`src/design/fcth_pkg.sv`:
```
// ---------------------------------------------------------------------------
// fcth_pkg: shared definitions for the framed command threshold parser
// Character codes, the PCTH type word, defaults and the field control struct.
// ---------------------------------------------------------------------------
`timescale 1ns / 1ps
`default_nettype none

package fcth_pkg;

  localparam int MAX_TYPE_CHARS_DEF    = 6;
  localparam int MAX_PAYLOAD_CHARS_DEF = 100;
  localparam int VALUE_BITS_DEF        = 16;

  localparam int TYPE_LEN_W    = 3;
  localparam int PAYLOAD_LEN_W = 7;
  localparam int THRESH_W      = 16;

  localparam logic [7:0] CHAR_START = 8'h24;  // '$'
  localparam logic [7:0] CHAR_COMMA = 8'h2C;  // ','
  localparam logic [7:0] CHAR_END   = 8'h2A;  // '*'
  localparam logic [7:0] CHAR_MINUS = 8'h2D;  // '-'
  localparam logic [7:0] CHAR_PLUS  = 8'h2B;  // '+'
  localparam logic [7:0] CHAR_ZERO  = 8'h30;  // '0'
  localparam logic [7:0] CHAR_NUL   = 8'h00;

  localparam int PCTH_LEN = 4;
  localparam logic [7:0] PCTH_WORD [PCTH_LEN] = '{8'h50, 8'h43, 8'h54, 8'h48};

  localparam int LOWER_LIMIT_RST = 25;
  localparam int UPPER_LIMIT_RST = 70;

  // field numbers
  localparam logic [1:0] FIELD_FIRST  = 2'd0;
  localparam logic [1:0] FIELD_SECOND = 2'd1;
  localparam logic [1:0] FIELD_DONE   = 2'd2;

  typedef enum logic [2:0] {
    PH_HUNT    = 3'b001,
    PH_TYPE    = 3'b010,
    PH_PAYLOAD = 3'b100
  } fcth_phase_e;

  typedef struct packed {
    logic clear;  // new payload begins
    logic take;   // payload byte consumed into the fields
    logic close;  // frame closed by '*'
  } fcth_fld_ctrl_t;

endpackage

`default_nettype wire

```
`src/design/fcth_field_conv.sv`:
```
// ---------------------------------------------------------------------------
// fcth_field_conv: payload field converter
// Turns the first two comma-separated payload fields into wrapping integers.
// ---------------------------------------------------------------------------
`timescale 1ns / 1ps
`default_nettype none

module fcth_field_conv #(
  parameter int VALUE_BITS = fcth_pkg::VALUE_BITS_DEF
) (
  input  wire logic                        clk_i,
  input  wire logic                        rst_ni,
  input  wire fcth_pkg::fcth_fld_ctrl_t    ctrl_i,
  input  wire logic [7:0]                  byte_i,
  output logic      [VALUE_BITS-1:0]       first_o,
  output logic      [VALUE_BITS-1:0]       second_o
);
  import fcth_pkg::*;

  logic [1:0]            field_q, field_d;
  logic                  at_start_q, at_start_d;
  logic                  neg_q, neg_d;
  logic [VALUE_BITS-1:0] first_q, first_d;
  logic [VALUE_BITS-1:0] second_q, second_d;

  logic                  active;
  logic [VALUE_BITS-1:0] cur_val;
  logic [VALUE_BITS-1:0] acc_val;
  logic [VALUE_BITS-1:0] first_fin, second_fin;

  assign active  = (field_q == FIELD_FIRST) || (field_q == FIELD_SECOND);
  assign cur_val = (field_q == FIELD_FIRST) ? first_q : second_q;
  // v*10 + b - '0', all modulo 2^VALUE_BITS
  assign acc_val = (cur_val << 3) + (cur_val << 1) + VALUE_BITS'(byte_i)
                   - VALUE_BITS'(CHAR_ZERO);

  // values with the pending sign applied to the open field
  assign first_fin  = (neg_q && field_q == FIELD_FIRST)  ? (~first_q + 1'b1)  : first_q;
  assign second_fin = (neg_q && field_q == FIELD_SECOND) ? (~second_q + 1'b1) : second_q;

  assign first_o  = first_fin;
  assign second_o = second_fin;

  always_comb begin
    field_d    = field_q;
    at_start_d = at_start_q;
    neg_d      = neg_q;
    first_d    = first_q;
    second_d   = second_q;
    if (ctrl_i.clear) begin
      field_d    = FIELD_FIRST;
      at_start_d = 1'b1;
      neg_d      = 1'b0;
      first_d    = '0;
      second_d   = '0;
    end else if (ctrl_i.close) begin
      if (active) begin
        first_d    = first_fin;
        second_d   = second_fin;
        neg_d      = 1'b0;
        at_start_d = 1'b1;
      end
    end else if (ctrl_i.take && active) begin
      priority if (byte_i == CHAR_NUL || byte_i == CHAR_COMMA) begin
        first_d    = first_fin;
        second_d   = second_fin;
        neg_d      = 1'b0;
        at_start_d = 1'b1;
        field_d    = (byte_i == CHAR_NUL) ? FIELD_DONE : field_q + 2'd1;
      end else if (at_start_q && byte_i == CHAR_MINUS) begin
        neg_d      = 1'b1;
        at_start_d = 1'b0;
      end else if (at_start_q && byte_i == CHAR_PLUS) begin
        at_start_d = 1'b0;
      end else begin
        at_start_d = 1'b0;
        if (field_q == FIELD_FIRST) begin
          first_d = acc_val;
        end else begin
          second_d = acc_val;
        end
      end
    end
  end

  always_ff @(posedge clk_i or negedge rst_ni) begin
    if (!rst_ni) begin
      field_q    <= FIELD_FIRST;
      at_start_q <= 1'b1;
      neg_q      <= 1'b0;
      first_q    <= '0;
      second_q   <= '0;
    end else begin
      field_q    <= field_d;
      at_start_q <= at_start_d;
      neg_q      <= neg_d;
      first_q    <= first_d;
      second_q   <= second_d;
    end
  end

endmodule

`default_nettype wire

```
`src/design/framed_command_threshold_parser.sv`:
```
// ---------------------------------------------------------------------------
// framed_command_threshold_parser: $TYPE,payload* frame parser
// Frames received bytes, converts two payload fields and, on a PCTH frame,
// replaces the stored minimum and maximum thresholds.
// ---------------------------------------------------------------------------
// Usage:
//   Input channel (in_valid_i / in_ready_o, rx_byte_i) takes one byte per
//   cycle while in_ready_o is high. Every byte updates the parser state in
//   the cycle it is accepted. A '*' that closes a frame produces one item
//   on the output channel (out_valid_o / out_ready_i and the result ports);
//   all other bytes produce nothing.
//   Latency: the result appears in the cycle after the '*' is accepted.
//   Throughput: one byte per cycle while in_ready_o is high.
//   The output register holds one item; while it is full and the receiver
//   stalls, in_ready_o drops. When the receiver takes the item in the same
//   cycle, a new byte is still accepted.
//   Reset: parser hunts for '$', thresholds return to 25 and 70, output
//   register empty.
// ---------------------------------------------------------------------------
`timescale 1ns / 1ps
`default_nettype none

module framed_command_threshold_parser #(
  parameter int MAX_TYPE_CHARS    = fcth_pkg::MAX_TYPE_CHARS_DEF,
  parameter int MAX_PAYLOAD_CHARS = fcth_pkg::MAX_PAYLOAD_CHARS_DEF,
  parameter int VALUE_BITS        = fcth_pkg::VALUE_BITS_DEF
) (
  input  wire logic        clk_i,
  input  wire logic        rst_ni,
  input  wire logic        in_valid_i,
  output logic             in_ready_o,
  input  wire logic [7:0]  rx_byte_i,
  output logic             out_valid_o,
  input  wire logic        out_ready_i,
  output logic             threshold_frame_o,
  output logic [2:0]       type_length_o,
  output logic [6:0]       payload_length_o,
  output logic signed [15:0] min_threshold_o,
  output logic signed [15:0] max_threshold_o
);
  import fcth_pkg::*;

  localparam int TC_W = $clog2(MAX_TYPE_CHARS + 1);
  localparam int PC_W = $clog2(MAX_PAYLOAD_CHARS + 1);

  fcth_phase_e             phase_q, phase_d;
  logic [TC_W-1:0]         type_cnt_q, type_cnt_d;
  logic                    type_match_q, type_match_d;
  logic [PC_W-1:0]         pay_cnt_q, pay_cnt_d;
  logic [VALUE_BITS-1:0]   lower_q, lower_d;
  logic [VALUE_BITS-1:0]   upper_q, upper_d;

  logic                    out_valid_q, out_valid_d;
  logic                    hit_q, hit_d;
  logic [TYPE_LEN_W-1:0]   tlen_q, tlen_d;
  logic [PAYLOAD_LEN_W-1:0] plen_q, plen_d;
  logic [THRESH_W-1:0]     min_q, min_d;
  logic [THRESH_W-1:0]     max_q, max_d;

  logic                    accept;
  fcth_fld_ctrl_t          fld_ctrl;
  logic [VALUE_BITS-1:0]   first_val, second_val;
  logic                    hit;

  assign in_ready_o = !out_valid_q || out_ready_i;
  assign accept     = in_valid_i && in_ready_o;

  fcth_field_conv #(
    .VALUE_BITS(VALUE_BITS)
  ) u_field_conv (
    .clk_i   (clk_i),
    .rst_ni  (rst_ni),
    .ctrl_i  (fld_ctrl),
    .byte_i  (rx_byte_i),
    .first_o (first_val),
    .second_o(second_val)
  );

  assign hit = type_match_q && (type_cnt_q == TC_W'(PCTH_LEN));

  always_comb begin
    phase_d      = phase_q;
    type_cnt_d   = type_cnt_q;
    type_match_d = type_match_q;
    pay_cnt_d    = pay_cnt_q;
    lower_d      = lower_q;
    upper_d      = upper_q;
    fld_ctrl     = '0;

    out_valid_d  = out_valid_q && !out_ready_i;
    hit_d        = hit_q;
    tlen_d       = tlen_q;
    plen_d       = plen_q;
    min_d        = min_q;
    max_d        = max_q;

    if (accept) begin
      unique case (phase_q)
        PH_TYPE: begin
          if (rx_byte_i == CHAR_COMMA) begin
            phase_d        = PH_PAYLOAD;
            pay_cnt_d      = '0;
            fld_ctrl.clear = 1'b1;
          end else if (type_cnt_q >= TC_W'(MAX_TYPE_CHARS)) begin
            phase_d    = PH_HUNT;
            type_cnt_d = '0;
          end else begin
            if (type_cnt_q >= TC_W'(PCTH_LEN) ||
                rx_byte_i != PCTH_WORD[type_cnt_q[1:0]]) begin
              type_match_d = 1'b0;
            end
            type_cnt_d = type_cnt_q + 1'b1;
          end
        end
        PH_PAYLOAD: begin
          if (rx_byte_i == CHAR_END) begin
            phase_d        = PH_HUNT;
            fld_ctrl.close = 1'b1;
            if (hit) begin
              lower_d = first_val;
              upper_d = second_val;
            end
            out_valid_d = 1'b1;
            hit_d       = hit;
            tlen_d      = TYPE_LEN_W'(type_cnt_q);
            plen_d      = PAYLOAD_LEN_W'(pay_cnt_q);
            min_d       = hit ? THRESH_W'($signed(first_val))  : THRESH_W'($signed(lower_q));
            max_d       = hit ? THRESH_W'($signed(second_val)) : THRESH_W'($signed(upper_q));
          end else if (pay_cnt_q >= PC_W'(MAX_PAYLOAD_CHARS)) begin
            phase_d   = PH_HUNT;
            pay_cnt_d = '0;
          end else begin
            fld_ctrl.take = 1'b1;
            pay_cnt_d     = pay_cnt_q + 1'b1;
          end
        end
        default: begin
          phase_d = PH_HUNT;
          if (rx_byte_i == CHAR_START) begin
            phase_d      = PH_TYPE;
            type_cnt_d   = '0;
            type_match_d = 1'b1;
          end
        end
      endcase
    end
  end

  always_ff @(posedge clk_i or negedge rst_ni) begin
    if (!rst_ni) begin
      phase_q      <= PH_HUNT;
      type_cnt_q   <= '0;
      type_match_q <= 1'b0;
      pay_cnt_q    <= '0;
      lower_q      <= VALUE_BITS'(LOWER_LIMIT_RST);
      upper_q      <= VALUE_BITS'(UPPER_LIMIT_RST);
      out_valid_q  <= 1'b0;
    end else begin
      phase_q      <= phase_d;
      type_cnt_q   <= type_cnt_d;
      type_match_q <= type_match_d;
      pay_cnt_q    <= pay_cnt_d;
      lower_q      <= lower_d;
      upper_q      <= upper_d;
      out_valid_q  <= out_valid_d;
    end
  end

  // result payload, no reset needed
  always_ff @(posedge clk_i) begin
    hit_q  <= hit_d;
    tlen_q <= tlen_d;
    plen_q <= plen_d;
    min_q  <= min_d;
    max_q  <= max_d;
  end

  assign out_valid_o       = out_valid_q;
  assign threshold_frame_o = hit_q;
  assign type_length_o     = tlen_q;
  assign payload_length_o  = plen_q;
  assign min_threshold_o   = $signed(min_q);
  assign max_threshold_o   = $signed(max_q);

endmodule

`default_nettype wire

```
`config.mk`:
```
export PLATFORM = sky130hd
export DESIGN_NAME = framed_command_threshold_parser
export DESIGN_NICKNAME = d
export VERILOG_FILES = /design/src/design/fcth_pkg.sv /design/src/design/fcth_field_conv.sv /design/src/design/framed_command_threshold_parser.sv
export SDC_FILE = /design/constraint.sdc
export NUM_CORES = 1
export LEC_CHECK = 0
export ABC_AREA = 1
export ABC_CLOCK_PERIOD_IN_PS = 4600
export BUFFER_PORTS_ARGS = -buffer_cell sky130_fd_sc_hd__buf_2
export CORE_AREA = 2 2 189 154
export DETAILED_ROUTE_END_ITERATION = 8
export DIE_AREA = 0 0 191 156
export PLACE_DENSITY = 0.55
export SYNTH_ARGS = -nofsm -noshare
export SYNTH_HDL_FRONTEND = slang
export SYNTH_SLANG_ARGS = --single-unit
```
`constraint.sdc`:
```
create_clock -name clk_i -period 4.6 [get_ports clk_i]
set_input_delay 0.69 -clock clk_i [delete_from_list [all_inputs] [get_ports clk_i]]
set_output_delay 0.69 -clock clk_i [all_outputs]
set_load 0.1 [all_outputs]
```
* Word-level counts from Yosys, hierarchy flattened *
Index checks and enable logic that the tools add are counted.

word-level totals
  bits in registers = 126
  bits of input ports = 12
  output and inout bits = 45

cells by class
  add/subtract/negate cells = 8
  $lt $le $gt $ge = 4
  equality and inequality tests = 22
  bitwise gates (word level) = 4
  reduce and logical (&&, ||, !) cells = 33
  multiplexer cells = 69

operators with widths
  operator               number
  $mux 16                20
  $eq 8x6->1 const B     5
  $add 16x1->16 const B  2
  $not 16->16            2
  $mux 3                 8
  $mux 1                 23
  $mux 7                 3
  $add 16x16->16         1
  $add 16x8->16          1
  $bmux 8 s2             1
  $mux 8                 2
  $sub 16x6->16 const B  1
  $mux 15                1
  $mux 2                 7
  $pmux 7 s2             1
  $pmux 3 s2             2
  $reduce_and 3->1       4
  $ne 2x2->1 const B     5
  $reduce_and 5->1       2
  $ge 3x3->1 const B     3
  $logic_and 1x1->1      8
  $logic_not 8->1        1
  $ne 4x3->1 const B     2
  $ne 8x8->1             1
  other kinds (23)       34

* Logic depth before layout (Yosys ltp) *
Gate-level depths: netlist of the first run.

  depth after elaboration = 12
  gate-level depth with buffers = 25
  gate-level depth less buffers = 24

* Hierarchy *
Synthesis of the first run repeated with hierarchy kept, for this count alone.

second synthesis, totals
  cells, all modules = 1154
  area, all modules = 8479.4 um2

by module, submodules not included
  module                           times used  sequential area each (um2)  area an instance (um2)  cells each
  fcth_field_conv                  1           902.1                       4299.1                  690
  framed_command_threshold_parser  1           2476.1                      4180.3                  464

* Worst setup path before layout of the first run *
OpenSTA, ideal clock, no wires.

  path kind = register to register
  from = reg u_field_conv.field_q[0]
  to = reg u_field_conv.first_q[11]
  arrival time = 3.463 ns
  setup slack = 1.020 ns
  setup time = 0.117 ns
  path buffers = 2
  cell stages (with the launch flop) = 23
  cells stage by stage = dfrtp_1 inv_1 ha_1 clkbuf_1 buf_1 nand2_1 o21ai_0 ha_1 fa_1 inv_1 ha_1 nand2_1 nand2_1 nor2_1 inv_1 nand2_1 nand2_1 nand2_1 nand3_1 nand3_1 nand2_1 nand3_1 nand2_1

between the ends
  longest elaborated chain between the ends = 12
  elaborated cells between the ends (all ways) = 22

RTL lines
  what                    RTL line               source
  start, declared         fcth_field_conv.sv:20  logic [1:0] field_q, field_d;
  start signal, assigned  fcth_field_conv.sv:94  field_q <= field_d;
  $logic_not 2->1         -
  $mux 15                 fcth_field_conv.sv:32  assign cur_val = (field_q == FIELD_FIRST) ? first_q : second_q;
  $add 16x16->16          fcth_field_conv.sv:34  assign acc_val = (cur_val << 3) + (cur_val << 1) + VALUE_BITS'(byte_i)
  $add 16x8->16           fcth_field_conv.sv:34
  $sub 16x6->16           fcth_field_conv.sv:35  - VALUE_BITS'(CHAR_ZERO);
  $mux 16                 fcth_field_conv.sv:77  if (field_q == FIELD_FIRST) begin
  $mux 16                 fcth_field_conv.sv:73  end else if (at_start_q && byte_i == CHAR_PLUS) begin
  $mux 16                 fcth_field_conv.sv:70  end else if (at_start_q && byte_i == CHAR_MINUS) begin
  $mux 16                 fcth_field_conv.sv:64  priority if (byte_i == CHAR_NUL || byte_i == CHAR_COMMA) begin
  $mux 16                 fcth_field_conv.sv:63  end else if (ctrl_i.take && active) begin
  $mux 16                 fcth_field_conv.sv:56  end else if (ctrl_i.close) begin
  $mux 16                 fcth_field_conv.sv:50  if (ctrl_i.clear) begin
  end signal, assigned    fcth_field_conv.sv:97  first_q <= first_d;
  end, declared           fcth_field_conv.sv:23  logic [VALUE_BITS-1:0] first_q, first_d;

Several ways; a longest one is shown, not always the timed one. The select of a mux whose other input is x is not followed.
A chain may end at the register's enable or synchronous reset.

* Worst setup path after layout of the first run *
  from = reg u_field_conv.field_q[0]
  to = reg u_field_conv.first_q[9]

Same word-level chain as after synthesis.

==> flow_summary.ini, run 1 <==
[run_status]
status = completed

[synth]
synthAdderAreaFrac_pct = 7.77
synth.avg_cell_area_um2 = 7.35
yosysUniqueCellTypes = 43
syn-num-nets = 1187
synth-simple-area-share_pct = 30.6
synth-edff-count = 43
synth_area_mm2 = 0.00828
synth_compound_area_share_pct = 9.64
yosys_warnings = 0
syn_inst = 1126
synth_ff_type = dfrtp_1
yosysSeqAreaShare_pct = 40.8
synthArstFlopShare_pct = 65.9
synth_top_family_by_area = simple AND/OR/NAND/NOR gates
ys_ff_latch = 126
synthXorXnorAreaFrac_pct = 1.90
synthMuxAreaShare_pct = 0

[timing]
rsz0062_at_grt = no
timing.fmax_mhz = 260
slew_headroom_pct = 45.4
finalCriticalPeriod_ns = 3.85
slew_violations = 0
worst_pin_slew_ns = 0.819
skew_ns = 0.00970
post-route-period-util_pct = 83.6
hold_viol = 0
setup_tns_ns = 0
setup_violations = 0

[layout]
finish.instance_area_mm2 = 0.00954
regArea_mm2 = 0.00338
instances_no_fill = 1567
drive_gt1_share_pct = 12.1
n_fill_cell = 2970
nNetsFinal = 1243
fin_util_pct = 34.2
multi_input_area_mm2 = 0.00414
area_delta_synth_final_pct = 15.2

[worst_setup_path]
cpPeakStageDelay_ns = 0.57
r2r_end = u_field_conv.first_q[9]
path_buf_inv = 2
arrival_ns = 4.16
regToRegSetupSlack_ns = 0.75
reg2reg_from = u_field_conv.field_q[0]
crit_fanout = 16
r2r_cells = 17
crit_path_end_kind = flip-flop
cp_top_family = adder cells
cp-start-kind = flip-flop
cp_data_required_time_ns = 4.92
cp_common_cell = nand2_1
path_cells = inv_1, ha_1, o21ai_0, ha_1, fa_1, inv_1, ha_1, nand2_1, nand2_1, nor2_1, o21ai_0, nand2_1, nand3_1, nand2_1, nand2_1, nand3_1, nand2_1
setup.worst_path.class = flip-flop to flip-flop
slowest_stage = o21ai_0

[power_and_ir_drop]
p_per_area_mw_per_mm2 = 284
peakVddDrop_v = 0.000230
design_power_total_mw = 2.71
power.leakage_nw = 4.99

[clock_network]
cts_tree = yes
h-tree-depth = 4
cts_root_buffer = clkbuf_16
cts_hold_buf = 0
cts_resized = 0
max-clock-path-buffers = 2
cts_sinks = 126
clk_latency_ns = 0.43
cts_made_buffers = 17
postCtsSetupBuffers = 0
clkTransAtPathRegs_ns = 0.06

[floorplan]
core-area_mm2 = 0.0279
die_area_mm2 = 0.0298
die_h_um = 156
io_pins = 57
num_rows = 55
start_util_pct = 29.7
die_w_um = 191

[min_path]
hold_path_class = input pin to async pin

[drt]
firstDrtPassIters = 5
final_antenna_net_count = 0
routedWlPerCell_um = 14.6
route.detailed.drc = 0
first_iter_violations = 464
via_count = 7402
viasPerCell = 4.72
wl_um = 22800

[place]
gp_congestion = 0.864
dp.cells = 1533
postPlaceCellArea_mm2 = 0.00895
port_buffers = 56
dp_hpwl_um = 16900

[grt]
grt_pass1_wl_um = 37000
grt_usage_pct = 16.0
antenna_found_initial = 3
grt_overflow = 0
grt_pass1_vias = 6748
grt_max_degree = 55

[run]
max_cap_viol_count = 0
[layout make-up]
type / instances / share of cell area, %
multi-input combinational: 807 / 43.4
sequential: 126 / 35.4
inverter: 167 / 6.57
tap: 370 / 4.86
clock buffer: 18 / 4.50
timing repair buffer: 63 / 3.65
clock inverter: 14 / 1.56
antenna: 2 / 0.0525
[worst reg2reg max path: stages, from the launching register on]
cell and delay (ns):
dfrtp_1 0.38, inv_1 0.07, ha_1 0.37, o21ai_0 0.57
ha_1 0.37, fa_1 0.50, inv_1 0.04, ha_1 0.33
nand2_1 0.09, nand2_1 0.07, nor2_1 0.28, o21ai_0 0.12
nand2_1 0.07, nand3_1 0.15, nand2_1 0.13, nand2_1 0.06
nand3_1 0.07, nand2_1 0.05
[layout by cell type, fill, tap and decap left out, types with 17 or more instances in the layout]
cell type / instances
nand2_1: 361
inv_1: 160
o21ai_0: 90
nand3_1: 88
nor2_1: 84
dfrtp_1: 75
buf_2: 55
ha_1: 45
edfxtp_1: 43
a21oi_1: 21
or2_2: 17
clkbuf_16: 17
[Yosys cell counts, types with 2 or more instances]
| master | count | area share (%) |
|---|---|---|
| nand2_1 | 361 | 16 |
| inv_1 | 161 | 7.3 |
| o21ai_0 | 90 | 5.4 |
| nand3_1 | 88 | 5.3 |
| nor2_1 | 84 | 3.8 |
| dfrtp_1 | 75 | 23 |
| ha_1 | 45 | 6.8 |
| edfxtp_1 | 43 | 16 |
| a21oi_1 | 21 | 1.3 |
| or2_2 | 17 | 1.3 |
| o21ai_1 | 16 | 0.97 |
| xor2_1 | 15 | 1.6 |
| clkbuf_1 | 11 | 0.50 |
| nand4_1 | 9 | 0.68 |
| o21a_1 | 9 | 0.82 |
| buf_2 | 8 | 0.48 |
| dfstp_2 | 8 | 2.5 |
| nand2_2 | 6 | 0.45 |
| nand3b_1 | 6 | 0.54 |
| inv_2 | 5 | 0.23 |
| buf_6 | 4 | 0.54 |
| fa_1 | 4 | 0.97 |
| a31oi_1 | 3 | 0.23 |
| buf_1 | 3 | 0.14 |
| nand3_2 | 3 | 0.36 |
| nor2_2 | 3 | 0.23 |
| nor2_4 | 3 | 0.41 |
| nor3_1 | 3 | 0.18 |
| xnor2_1 | 3 | 0.32 |
| a21boi_1 | 2 | 0.18 |
| and2_1 | 2 | 0.15 |
| nand2_4 | 2 | 0.27 |
| nor3b_1 | 2 | 0.18 |
| o21ai_2 | 2 | 0.21 |
[cells by family after synthesis]
| logic type | count (synthesis) |
|---|---|
| AOI/OAI and AO/OA | 148 |
| xor gates and xnor gates | 18 |
| adders and majority gates | 49 |
| buffers and inverters | 193 |
| DFF | 126 |
| and+or+nand+nor | 592 |
[registers in the layout (all words and copies together), names as in the netlist, 7 cells and up]
name	cells
upper_q	16
u_field_conv.first_q	16
lower_q	16
pay_cnt_q	7
min_threshold_o	16
max_threshold_o	16
payload_length_o	7
u_field_conv.second_q	16
[worst max-delay path by stage]
| stage | startpoint | endpoint | slack, ns | depth (start not counted) |
|---|---|---|---|---|
| 6_report | u_field_conv.field_q[0] | u_field_conv.first_q[9] | 0.75 | 17 |
| 5_1_grt | u_field_conv.field_q[0] | u_field_conv.second_q[11] | 0.31 | 24 |
| 4_1_cts | u_field_conv.field_q[0] | u_field_conv.first_q[11] | 0.78 | 19 |
| 3_5_place_dp | u_field_conv.field_q[0] | u_field_conv.first_q[9] | 0.81 | 17 |
| 3_3_place_gp | u_field_conv.field_q[0] | u_field_conv.first_q[9] | 0.90 | 22 |
| 2_1_floorplan | u_field_conv.field_q[0] | u_field_conv.first_q[11] | 1.02 | 22 |
[metal layers]
| layer | GRT usage, % | routed length [um] |
|---|---|---|
| met1 | 24.1 | 11500 |
| met2 | 22.6 | 9360 |
| met3 | 3.49 | 1560 |
| met4 | 4.69 | 344 |
| met5 | 0 | 27 |
[through the flow]
| step | worst slack [ns] | hold slack [ns] |
|---|---|---|
| after floorplan | 1.02 | 0.394 |
| after global placement | 0.901 | 0.454 |
| after detailed placement | 0.805 | 0.462 |
| after CTS | 0.777 | 0.363 |
| after global routing | 0.312 | 0.403 |
| final | 0.753 | 0.350 |
[where the power goes]
part	internal [mW]	leakage [nW]	switching [mW]
Clock	0.841	0.280	0.522
Sequential	1.17	1.51	0.0135
Combinational	0.0514	3.19	0.108
Total	2.06	4.99	0.644
No activity file was read; power rests on OpenSTA's default activity.
==> run 2, diff against run 1 <==
--- a/config.mk
+++ b/config.mk
@@ -5,12 +5,12 @@
 export SDC_FILE = /design/constraint.sdc
 export NUM_CORES = 1
 export LEC_CHECK = 0
-export ABC_AREA = 1
-export ABC_CLOCK_PERIOD_IN_PS = 4600
+export ABC_AREA = 0
+export ABC_CLOCK_PERIOD_IN_PS = 3850
 export BUFFER_PORTS_ARGS = -buffer_cell sky130_fd_sc_hd__buf_2
-export CORE_AREA = 2 2 189 154
+export CORE_AREA = 2 2 182 148
 export DETAILED_ROUTE_END_ITERATION = 8
-export DIE_AREA = 0 0 191 156
+export DIE_AREA = 0 0 184 150
 export PLACE_DENSITY = 0.55
 export SYNTH_ARGS = -nofsm -noshare
 export SYNTH_HDL_FRONTEND = slang
==> constraint.sdc (replaced) <==
create_clock -name clk_i -period 3.85 [get_ports clk_i]
set_input_delay 0.5775 -clock clk_i [delete_from_list [all_inputs] [get_ports clk_i]]
set_output_delay 0.5775 -clock clk_i [all_outputs]
set_load 0.1 [all_outputs]
==> flow_summary.ini, run 2 <==
[grt]
grt_overflow = 0
grt_pass1_wl_um = 32400
grt_usage_pct = 15.3
grt_pass1_vias = 5712
grt_max_degree = 60
antenna_found_initial = 0

[synth]
yosys.area.top_type = dfrtp_1
syn_inst = 801
yosys_warnings = 0
yosysUniqueCellTypes = 70
post-synth-top-count-cell = nor2_1
yosysSeqAreaShare_pct = 44.4
ys_top_cells_by_count = nor2_1 (80), nand2_1 (78), dfrtp_1 (75)
synth_area_leaders = dfrtp_1 (25%), edfxtp_1 (17%), ha_1 (7.4%)
synth.avg_cell_area_um2 = 9.50
yosysTopAreaCellShare_pct = 24.7
syn-num-nets = 862
synth-edff-count = 43
ys_ff_latch = 126
synth_area_mm2 = 0.00761
synthArstFlopShare_pct = 65.9
synth_ff_type = dfrtp_1

[worst_setup_path]
setup.worst_path.class = flip-flop to flip-flop
arrival_ns = 4.09
cp_top_family = compound AO/OA/AOI/OAI gates
cpPeakStageDelay_ns = 0.55
cp_data_required_time_ns = 4.19
path_cells = inv_2, ha_4, mux2i_4, xnor2_2, ha_2, a21oi_2, fa_1, inv_2, ha_4, o211ai_1, a21oi_4, o41ai_4, nor3b_2, o32ai_2, a21oi_1, o21ai_1
crit_fanout = 8
cp-start-kind = flip-flop
crit_path_end_kind = flip-flop
slowest_stage = fa_1
path_buf_inv = 2

[timing]
skew_ns = 0.0115
timing.fmax_mhz = 266
fin_ws_ns = 0.0973
setup_violations = 0
post-route-period-util_pct = 97.5
slew_violations = 0
finalCriticalPeriod_ns = 3.75
worst_pin_slew_ns = 1.07
hold_viol = 0
slew_headroom_pct = 28.4

[drt]
via_count = 6242
route.detailed.drc = 0
wl_um = 20800
final_antenna_net_count = 0
routedWlPerCell_um = 17.0
first_iter_violations = 480
firstDrtPassIters = 5
viasPerCell = 5.11

[clock_network]
cts_made_buffers = 17
clkTransAtPathRegs_ns = 0.06
h-tree-depth = 4
cts_root_buffer = clkbuf_16
cts_tree = yes
clk_latency_ns = 0.43
cts_sinks = 126
max-clock-path-buffers = 2

[floorplan]
die_w_um = 184
die_h_um = 150
die_area_mm2 = 0.0276
start_util_pct = 29.4
core-area_mm2 = 0.0259
io_pins = 57
num_rows = 53

[layout]
mostFrequentLayoutCell = nor2_1
nNetsFinal = 939
area_delta_synth_final_pct = 20.7
layout_common_cells = nor2_1 (79), nand2_1 (78), dfrtp_1 (75), a21oi_1 (70), buf_2 (55)
instances_no_fill = 1221
diodes = 0
drive_gt1_share_pct = 21.1

[run]
max_cap_viol_count = 0

[power_and_ir_drop]
pwr-share-seq_pct = 37.1
design_power_total_mw = 3.88
p_comb_share_pct = 20.9
internal-power_mw = 2.71
p_per_area_mw_per_mm2 = 422
peakVddDrop_v = 0.000366
clkPwrFrac_pct = 42.0
p_sw_share_pct = 30.1
power.switching_mw = 1.17
power.leakage_nw = 4.13

[run_status]
status = completed

[place]
gp_congestion = 0.868
dp.cells = 1188
dp_hpwl_um = 15100
port_buffers = 56
place_ws_ns = -0.0711

[min_path]
hold_path_class = input pin to async pin
[run 2: cell count changes in the layout (fill, tap and decap cells not counted), moves of 15 or more]
| cell | previous run | this run |
|---|---|---|
| nand2_1 | 361 | 78 |
| nand3_1 | 88 | 16 |
| o21ai_0 | 90 | 50 |
| a21oi_1 | 21 | 70 |
| inv_1 | 160 | 47 |
| mux2i_1 | 0 | 15 |
| xnor2_1 | 3 | 28 |
| mux2_2 | 0 | 19 |
| or2_2 | 17 | 1 |
| buf_4 | 7 | 36 |
[run 2: metal layers]
layer | vias up | share of wire (%) | track usage [%] | wire length (um)
met3 | 17 | 6.7 | 3.82 | 1400
met4 | 0 | 1.0 | 3.56 | 218
met1 | 3023 | 49 | 22.9 | 10300
li1 | 3023 | - | - | -
met5 | - | 0 | 0 | 0
met2 | 179 | 43 | 22.0 | 8930
[run 2: layout make-up]
type                    count  area, um2
well taps                 330        413
flip-flops and latches    126       3380
inverters                  50        188
clock buffers              18        429
fillers                  2636      16700
multi-input cells         588       4010
clock inverters            14        158
repair buffers             95        617
[run 2: power by group through the flow]
stage | combinational [mW] | sequential (mW) | clock (mW)
6_report | 0.809 | 1.44 | 1.63
4_1_cts | 0.763 | 1.44 | 1.67
3_5_place_dp | 0.749 | 1.46 | 0
5_1_grt | 0.896 | 1.44 | 1.73
2_1_floorplan | 0.511 | 1.45 | 0
3_3_place_gp | 0.738 | 1.46 | 0
[run 2: worst paths after layout]
check                                        start                       end  slack, ns  cells past startpoint
max                        u_field_conv.field_q[1]  u_field_conv.first_q[11]        0.1                     16
max in group asynchronous                   rst_ni                phase_q[0]       2.82                      2
max reg2reg                u_field_conv.field_q[1]  u_field_conv.first_q[11]        0.1                     16
min reg2reg                             lower_q[0]                lower_q[0]       0.46                      2
min                                         rst_ni                upper_q[5]       0.26                      1
min in group clk_i                      lower_q[0]                lower_q[0]       0.46                      2
[run 2: logic make-up after synthesis]
| kind of cell | after synthesis | synth area share [%] |
|---|---|---|
| AO/OA/AOI/OAI | 212 | 16.9 |
| multiplexers | 37 | 5.18 |
| flip-flops | 126 | 44.4 |
| AND/OR/NAND/NOR | 244 | 15.0 |
| XOR/XNOR | 45 | 5.18 |
| buffers and inverters | 87 | 4.77 |
| adder cells (fa/ha/maj) | 50 | 8.58 |
[run 2: per-stage QoR]
stage / area, um2 / hold WS, ns / TNS [ns] / utilization [%]
final: 9190 / 0.259 / 0 / 35.5
after global routing: 9190 / 0.308 / -0.0987 / 35.5
after CTS: 9070 / 0.289 / -0.00287 / 35.1
after detailed placement: 8480 / 0.454 / -0.161 / 32.8
after global placement: 8480 / 0.444 / 0 / 32.8
after floorplan: 7650 / 0.282 / 0 / -
[run 2: what timing repair did]
item                       CTS  global route
setup endpoints to repair    4            14
hold buffers                 0             0
pin swaps                    0            16
resized for setup            2            25
gates cloned                 0             0
buffers inserted             0             1
